## config.mk

```make
export PLATFORM = sky130hd
export DESIGN_NAME = sample_frame_hex_emitter_unit
export DESIGN_NICKNAME = d
export VERILOG_FILES = /design/src/design/sfhe_pkg.sv /design/src/design/sfhe_check.sv /design/src/design/sfhe_emit.sv /design/src/design/sample_frame_hex_emitter_unit.sv
export VERILOG_INCLUDE_DIRS = /design/src /design/src/design
export SDC_FILE = /design/constraint.sdc
export NUM_CORES = 1
export LEC_CHECK = 0
export BUFFER_PORTS_ARGS = -buffer_cell sky130_fd_sc_hd__buf_4
export CORE_MARGIN = 2
export CORE_UTILIZATION = 50
export CTS_CLUSTER_SIZE = 24
export DETAILED_ROUTE_END_ITERATION = 7
export PLACE_DENSITY_LB_ADDON = 0.08
export SETUP_SLACK_MARGIN = 0.1
export SYNTH_ARGS = -nofsm -noshare
export SYNTH_HDL_FRONTEND = slang
export SYNTH_SLANG_ARGS = --single-unit
```

## constraint.sdc

```tcl
create_clock -name clk -period 4.5 [get_ports clk]
set_input_delay 0.45 -clock clk [delete_from_list [all_inputs] [get_ports clk]]
set_output_delay 0.45 -clock clk [all_outputs]
set_load 0.1 [all_outputs]
```

## src/design/sample_frame_hex_emitter_unit_defines.svh

```systemverilog
// Assertion macros for the sample frame hex emitter.
// Included by the RTL files that carry concurrent assertions.
`ifndef SAMPLE_FRAME_HEX_EMITTER_UNIT_DEFINES_SVH
`define SAMPLE_FRAME_HEX_EMITTER_UNIT_DEFINES_SVH

// Same-cycle implication, disabled during reset.
`define SFHE_ASSERT_NOW(lbl, clk, rst_n, ante, cons, msg) \
    lbl: assert property (@(posedge clk) disable iff (!rst_n) (ante) |-> (cons)) \
        else $error(msg);

// Next-cycle implication, disabled during reset.
`define SFHE_ASSERT_NEXT(lbl, clk, rst_n, ante, cons, msg) \
    lbl: assert property (@(posedge clk) disable iff (!rst_n) (ante) |=> (cons)) \
        else $error(msg);

`endif

```

## src/design/sfhe_pkg.sv

```systemverilog
// Shared types, constants and helpers for the sample frame hex emitter.
// No dependencies.
`timescale 1ns / 1ps

package sfhe_pkg;

    localparam logic [7:0]  SYNC0         = 8'h55;
    localparam logic [7:0]  SYNC1         = 8'hAA;
    localparam logic [7:0]  PAYLOAD_LEN   = 8'h07;
    localparam logic [7:0]  CMD_CODE      = 8'h00;
    localparam logic [15:0] CHK_SEED      = 16'hA5A5;
    localparam logic [15:0] CHK_XOR       = 16'h1021;

    localparam logic [3:0]  CHECKED_BYTES = 4'd11;
    localparam logic [3:0]  LAST_BYTE     = 4'd12;
    localparam logic [3:0]  LF_SLOT       = 4'd13;

    localparam logic [6:0]  CHAR_SP       = 7'h20;
    localparam logic [6:0]  CHAR_CR       = 7'h0D;
    localparam logic [6:0]  CHAR_LF       = 7'h0A;

    localparam logic [6:0]  HEX_TABLE [16] = '{
        7'h30, 7'h31, 7'h32, 7'h33, 7'h34, 7'h35, 7'h36, 7'h37,
        7'h38, 7'h39, 7'h41, 7'h42, 7'h43, 7'h44, 7'h45, 7'h46
    };

    typedef enum logic [1:0] {
        POS_HI,
        POS_LO,
        POS_SEP
    } pos_t;

    typedef struct packed {
        logic       en;
        logic [3:0] idx;
        logic [7:0] data;
    } step_t;

    function automatic logic [6:0] hex_char(input logic [3:0] nib);
        return HEX_TABLE[nib];
    endfunction

endpackage

```

## src/design/sfhe_check.sv

```systemverilog
// Frame check accumulator: one byte folded in per step.
// Depends on sfhe_pkg.
`timescale 1ns / 1ps

module sfhe_check
(
    input  logic               clk,
    input  logic               rst_n,
    input  logic               load,
    input  sfhe_pkg::step_t    step,
    output logic [15:0]        chk
);

    logic [15:0] chk_reg;
    logic [15:0] chk_next;
    logic [15:0] sum;
    logic [15:0] rot;

    always_comb
    begin
        sum      = chk_reg + {8'h00, step.data};
        rot      = {sum[14:0], sum[15]};
        chk_next = chk_reg;
        if (load)
        begin
            chk_next = sfhe_pkg::CHK_SEED;
        end
        else if (step.en)
        begin
            chk_next = rot ^ (sfhe_pkg::CHK_XOR + {12'h000, step.idx});
        end
    end

    always_ff @(posedge clk or negedge rst_n)
    begin
        if (!rst_n)
        begin
            chk_reg <= sfhe_pkg::CHK_SEED;
        end
        else
        begin
            chk_reg <= chk_next;
        end
    end

    assign chk = chk_reg;

endmodule

```

## src/design/sfhe_emit.sv

```systemverilog
// Frame holder and character sequencer: one ASCII word per cycle.
// Depends on sfhe_pkg and the assertion macro header.
`timescale 1ns / 1ps
`include "sample_frame_hex_emitter_unit_defines.svh"

module sfhe_emit
(
    input  logic               clk,
    input  logic               rst_n,
    input  logic               load,
    input  logic [7:0]         channel_address,
    input  logic [15:0]        sample_value,
    input  logic [31:0]        time_stamp,
    input  logic [15:0]        chk,
    output sfhe_pkg::step_t    step,
    output logic               busy,
    output logic [6:0]         text_char,
    output logic               last_char,
    output logic               strobe
);

    logic [7:0]     addr_reg;
    logic [15:0]    samp_reg;
    logic [31:0]    ts_reg;

    logic           active_reg;
    logic           active_next;
    logic [3:0]     byte_reg;
    logic [3:0]     byte_next;
    sfhe_pkg::pos_t pos_reg;
    sfhe_pkg::pos_t pos_next;

    logic [6:0]     text_reg;
    logic [6:0]     text_next;
    logic           last_reg;
    logic           strobe_reg;

    logic [7:0]     cur_byte;

    always_comb
    begin
        case (byte_reg)
            4'd0:    cur_byte = sfhe_pkg::SYNC0;
            4'd1:    cur_byte = sfhe_pkg::SYNC1;
            4'd2:    cur_byte = addr_reg;
            4'd3:    cur_byte = sfhe_pkg::PAYLOAD_LEN;
            4'd4:    cur_byte = sfhe_pkg::CMD_CODE;
            4'd5:    cur_byte = samp_reg[7:0];
            4'd6:    cur_byte = samp_reg[15:8];
            4'd7:    cur_byte = ts_reg[7:0];
            4'd8:    cur_byte = ts_reg[15:8];
            4'd9:    cur_byte = ts_reg[23:16];
            4'd10:   cur_byte = ts_reg[31:24];
            4'd11:   cur_byte = chk[7:0];
            4'd12:   cur_byte = chk[15:8];
            default: cur_byte = 8'h00;
        endcase
    end

    always_comb
    begin
        if (byte_reg == sfhe_pkg::LF_SLOT)
        begin
            text_next = sfhe_pkg::CHAR_LF;
        end
        else
        begin
            unique case (pos_reg)
                sfhe_pkg::POS_HI:  text_next = sfhe_pkg::hex_char(cur_byte[7:4]);
                sfhe_pkg::POS_LO:  text_next = sfhe_pkg::hex_char(cur_byte[3:0]);
                sfhe_pkg::POS_SEP: text_next = (byte_reg == sfhe_pkg::LAST_BYTE) ?
                                               sfhe_pkg::CHAR_CR : sfhe_pkg::CHAR_SP;
                default:           text_next = sfhe_pkg::CHAR_SP;
            endcase
        end
    end

    // Advance through hi digit, lo digit, separator for each byte; LF slot ends the frame.
    always_comb
    begin
        active_next = active_reg;
        byte_next   = byte_reg;
        pos_next    = pos_reg;
        if (load)
        begin
            active_next = 1'b1;
            byte_next   = 4'd0;
            pos_next    = sfhe_pkg::POS_HI;
        end
        else if (active_reg)
        begin
            if (byte_reg == sfhe_pkg::LF_SLOT)
            begin
                active_next = 1'b0;
            end
            else
            begin
                unique case (pos_reg)
                    sfhe_pkg::POS_HI:  pos_next = sfhe_pkg::POS_LO;
                    sfhe_pkg::POS_LO:  pos_next = sfhe_pkg::POS_SEP;
                    sfhe_pkg::POS_SEP:
                    begin
                        pos_next  = sfhe_pkg::POS_HI;
                        byte_next = byte_reg + 4'd1;
                    end
                    default:           pos_next = sfhe_pkg::POS_HI;
                endcase
            end
        end
    end

    always_ff @(posedge clk)
    begin
        if (load)
        begin
            addr_reg <= channel_address;
            samp_reg <= sample_value;
            ts_reg   <= time_stamp;
        end
    end

    always_ff @(posedge clk or negedge rst_n)
    begin
        if (!rst_n)
        begin
            active_reg <= 1'b0;
            byte_reg   <= 4'd0;
            pos_reg    <= sfhe_pkg::POS_HI;
            strobe_reg <= 1'b0;
            last_reg   <= 1'b0;
            text_reg   <= sfhe_pkg::CHAR_SP;
        end
        else
        begin
            active_reg <= active_next;
            byte_reg   <= byte_next;
            pos_reg    <= pos_next;
            strobe_reg <= active_reg;
            last_reg   <= active_reg && (byte_reg == sfhe_pkg::LF_SLOT);
            text_reg   <= text_next;
        end
    end

    assign step.en   = active_reg && (pos_reg == sfhe_pkg::POS_HI) &&
                       (byte_reg < sfhe_pkg::CHECKED_BYTES);
    assign step.idx  = byte_reg;
    assign step.data = cur_byte;

    assign busy      = active_reg && (byte_reg != sfhe_pkg::LF_SLOT);
    assign text_char = text_reg;
    assign last_char = last_reg;
    assign strobe    = strobe_reg;

    `SFHE_ASSERT_NOW(a_last_has_strobe, clk, rst_n, last_reg, strobe_reg, "last without strobe")
    `SFHE_ASSERT_NEXT(a_load_restarts, clk, rst_n, load, active_reg && (byte_reg == 4'd0) && (pos_reg == sfhe_pkg::POS_HI), "load did not restart frame")
    `SFHE_ASSERT_NEXT(a_lf_ends_frame, clk, rst_n, active_reg && (byte_reg == sfhe_pkg::LF_SLOT) && !load, !active_reg && last_reg && (text_reg == sfhe_pkg::CHAR_LF), "frame did not end on LF")
    `SFHE_ASSERT_NEXT(a_cr_after_check, clk, rst_n, active_reg && (byte_reg == sfhe_pkg::LAST_BYTE) && (pos_reg == sfhe_pkg::POS_SEP), strobe_reg && (text_reg == sfhe_pkg::CHAR_CR), "missing CR after check byte")

endmodule

```

## src/design/sample_frame_hex_emitter_unit.sv

```systemverilog
// The first character strobes from the output registers, behind the active register that an accepted reading sets.
// Each reading emits 40 characters, one per cycle, with no gaps.
// A new reading is accepted in the cycle the LF is formed, so frames can run back to back.
// The receiver cannot stall: the unit has no ready input.
// Reset (rst_n low, asynchronous) idles the sequencer; no strobe until a reading.
// Top level; depends on sfhe_pkg, sfhe_check and sfhe_emit.
`timescale 1ns / 1ps

module sample_frame_hex_emitter_unit
(
    input  logic        clk,
    input  logic        rst_n,
    input  logic        start,
    output logic        busy,
    input  logic [7:0]  channel_address,
    input  logic [15:0] sample_value,
    input  logic [31:0] time_stamp,
    output logic        strobe,
    output logic [6:0]  text_char,
    output logic        last_char
);

    logic            load;
    logic            emit_busy;
    logic [15:0]     chk;
    sfhe_pkg::step_t step;

    assign load = start && !emit_busy;
    assign busy = emit_busy;

    sfhe_check u_check
    (
        .clk   (clk),
        .rst_n (rst_n),
        .load  (load),
        .step  (step),
        .chk   (chk)
    );

    sfhe_emit u_emit
    (
        .clk             (clk),
        .rst_n           (rst_n),
        .load            (load),
        .channel_address (channel_address),
        .sample_value    (sample_value),
        .time_stamp      (time_stamp),
        .chk             (chk),
        .step            (step),
        .busy            (emit_busy),
        .text_char       (text_char),
        .last_char       (last_char),
        .strobe          (strobe)
    );

endmodule

```

==> results.md <==
* Status: complete, no violations
* Overall power at 4.25 mW
* CP cell instances: inv_1 > ha_1 > a22oi_1 > a22oi_1 > a221oi_2 > inv_1 > ha_1 > inv_1 > fa_1 > nor2b_1 > o21ai_0 > a21oi_1 > o2111ai_1 > xnor2_1 > o22a_1
* RSZ-0062 raised after global routing: false
* Core area at 8810 um2
* Fin nets at 522
* Initial Util at 51.8%
* Largest family of logic cells by synthesized area: compound AO/OA/AOI/OAI gates
* Hold WC Path Type: input port to async pin
* Post-synth top area cell: edfxtp_1
* Tcrit/Tclk final at 83.6%
* Port Buf Inserts at 68
* Pin count of the biggest net entering global routing at 57
* Hpwl dp at 7110 um
* Simple-gate portion of the synthesized area at 14.4%
* FF-to-FF setup slack at 0.74 ns
* CTS Buf Count at 9
* Synth Area in Compound Gates at 15.8%
* Cell Count, Final, Fillers Out at 558
* Top delay family on crit path: compound AO/OA/AOI/OAI gates
* Die span in y at 99.6 um
* Critical Path Stages at 15
* Async S/R FF share, synth at 36.4%
* Mux contribution to synthesized area at 1.64%
* WL final at 10100 um
* Fillers at 723
* Slew @ Worst Pin at 1.09 ns
* Critical Path End Type: flip-flop
* H-tree depth at 3
* ANT cells at 0
* Register-to-Register Path Depth at 15
* Pleak at 2.03 nW
* Routed Antenna Nets at 0
* CTS root buffer: clkbuf_8
* Most common flop cell mapped by yosys: edfxtp_1
* EDFF count, synth at 56
* Gr usage total at 21.2%
* Synth top area share at 36.8%
* FP Rows at 34
* CTS tree: yes
* Worst-path fanout max at 21
* Share of layout cells above drive strength 1 at 24.9%
* Min Tclk post-route at 3.76 ns
* Max reg flops at 32
* Final Hold Slack at 0.00474 ns
* GRT overflow at 0
* Reg2reg end: u_check.chk[13]$_DFFE_PN1P_
* Mapped Cells at 384
* Dpl cell area at 5070 um2
* Final Instance Area at 5290 um2
* Worst path required time at 4.79 ns
* Sequential area share after synthesis at 54.6%
* Most used cell, CP: inv_1
* Die width at 99.6 um
* CP Buf/Inv Count at 3
* Slew HR at 27.2%
* DP Cell Count at 543
* First-pass GRT wire length at 16300 um
* Vias at 3214
* CP Data Arrival Time at 4.06 ns
* Max-slew violation count at 0
* Post-synth net total at 460
* Post-synthesis adder-cell area fraction at 4.82%
* Synth Warn # at 0
* Clock Skews at 0.0119 ns
* Worst vdd ir at 0.295 mV
* Max stage delay on crit path at 0.67 ns
* Vias in the first global route at 3207
* Max Clk Rate at 266 MHz
* WL per Instance at 18.1 um
* Clk_lat worst skew at 0.36 ns
* Top post-synthesis cells by area: edfxtp_1 37%, dfrtp_1 13%, dfstp_2 5.2%
* Setup TNS Final at 0 ns
* TritonRoute pass-1 iters at 5
* Initial antenna violation count at 0
* Synth Cell Area at 4570 um2
* Setup repair bufs after CTS at 0
* Register bit count reported by yosys at 88
* Maxcap violations at 0
* Worst setup SP type: flip-flop
* Reg2Reg Launch Point: u_emit.byte_reg[1]$_DFFE_PN0P_
* Count of final hold-check violations at 0
* # DRC at 0
* Initial drt markers at 190
* CTS Sinks at 88
* XOR/XNOR Fraction of Synth Area at 4.03%
* Distinct cells, synth at 65
* GP Congestion at 0.900
* Mean post-synth cell area at 11.9 um2
* Hold_buf cts at 0
* Pwr dens at 803 nW/um2
* Via density at 5.76
* Full die area at 9910 um2
* Slowest library cell on the worst path: ha_1
* IO Count at 69
* Setup CP Type: flip-flop to flip-flop
* Area Growth Syn to Fin at 15.8%
* Worst-case clock buffer depth at 2
* Post-cts resize count at 0
* CTS clock-pin slew for the worst setup and hold paths at 0.09 ns
* Final setup fails at 0
==> cell families after synthesis <==
group / count (synthesis)
compound gates: 97
xor+xnor: 21
fa+ha+maj: 17
buf+inv: 35
flops: 88
mux: 6
simple gates: 120
==> final cells by class <==
cell class / instances / area (um2) / area share, %
timing repair buffer: 70 / 526 / 9.94
clock inverter: 6 / 92.6 / 1.75
sequential: 88 / 2490 / 47.1
tap: 108 / 135 / 2.56
multi-input combinational: 261 / 1860 / 35.1
clock buffer: 9 / 124 / 2.34
inverter: 16 / 60.1 / 1.14
==> cells in the final DEF, fill, tap and decap left out, types with 2 or more instances in the layout <==
cell type / netlist / final
a211oi_1: 2 / 2
a21boi_1: 2 / 2
a21o_1: 2 / 2
a21oi_1: 13 / 13
a22o_1: 6 / 6
a22oi_1: 9 / 9
a31oi_1: 4 / 4
a32o_1: 3 / 3
and3_1: 3 / 3
buf_4: 6 / 70
bufinv_16: 0 / 2
clkbuf_8: 0 / 9
dfrtp_1: 23 / 23
dfstp_2: 9 / 9
edfxtp_1: 56 / 56
ha_1: 16 / 16
inv_1: 16 / 15
mux2_2: 2 / 2
mux2i_1: 3 / 3
nand2_1: 39 / 39
nand2b_1: 6 / 6
nand2b_2: 2 / 2
nand3_1: 18 / 18
nand3b_1: 9 / 9
nand4_1: 4 / 4
nor2_1: 14 / 14
nor2b_1: 4 / 4
nor3_1: 6 / 6
nor3b_1: 2 / 2
nor4_4: 2 / 2
o2111ai_1: 2 / 2
o211ai_1: 6 / 6
o21a_1: 2 / 2
o21ai_0: 14 / 14
o21ai_1: 6 / 6
o21bai_1: 2 / 2
o22a_1: 8 / 8
o22ai_1: 6 / 6
xnor2_1: 11 / 11
xor2_1: 10 / 10
==> report_power, final <==
group          leakage, nW  total, mW  internal, mW  switching [mW]
Combinational         1.05       2.42         0.964            1.46
Clock                0.104      0.601         0.314           0.287
Sequential           0.880       1.23          1.05           0.176
Total                 2.03       4.25          2.33            1.92
==> Yosys cell counts (2+ instances only) <==
cell type  count
o22a_1         8
nor2_1        14
nand2b_2       2
o22ai_1        6
clkbuf_1       3
nand3b_1       9
mux2i_1        3
o21ai_1        6
nor3_1         6
edfxtp_1      56
nand4_1        4
inv_1         16
nor3b_1        2
xor2_1        10
mux2_2         2
buf_4          6
o211ai_1       6
a21o_1         2
nand2_1       39
nand2b_1       6
a21boi_1       2
a32o_1         3
nand3_1       18
a31oi_1        4
a22o_1         6
o21bai_1       2
a21oi_1       13
ha_1          16
buf_6          6
o2111ai_1      2
nor4_4         2
o21a_1         2
buf_2          3
a211oi_1       2
o21ai_0       14
dfrtp_1       23
dfstp_2        9
and3_1         3
xnor2_1       11
a22oi_1        9
nor2b_1        4
==> worst max path at each step <==
stage | startpoint | end | slack [ns]
4_1_cts | u_emit.byte_reg[1]$_DFFE_PN0P_ | u_check.chk[13]$_DFFE_PN1P_ | 0.73
3_3_place_gp | u_emit.byte_reg[1]$_DFFE_PN0P_ | u_check.chk[13]$_DFFE_PN1P_ | 0.91
2_1_floorplan | u_emit.byte_reg[1]$_DFFE_PN0P_ | u_check.chk[13]$_DFFE_PN1P_ | 1.48
5_1_grt | u_emit.byte_reg[1]$_DFFE_PN0P_ | u_check.chk[11]$_DFFE_PN0P_ | 0.37
6_report | u_emit.byte_reg[1]$_DFFE_PN0P_ | u_check.chk[13]$_DFFE_PN1P_ | 0.74
3_5_place_dp | u_emit.byte_reg[1]$_DFFE_PN0P_ | u_check.chk[13]$_DFFE_PN1P_ | 0.76
==> metal layers <==
layer  GRT usage, %  part of all wire (%)
met1           30.0                    46
met2           32.8                    46
met3           4.01                   6.0
met4           8.01                   2.2
met5              0                     0
==> stage by stage <==
stage	utilization, %	worst slack, ns
2_1_floorplan	-	1.48
3_3_place_gp	57.6	0.913
3_5_place_dp	57.6	0.763
4_1_cts	60.1	0.735
5_1_grt	60.1	0.371
6_report	60.1	0.739
Power figures use the tool's default switching activity.
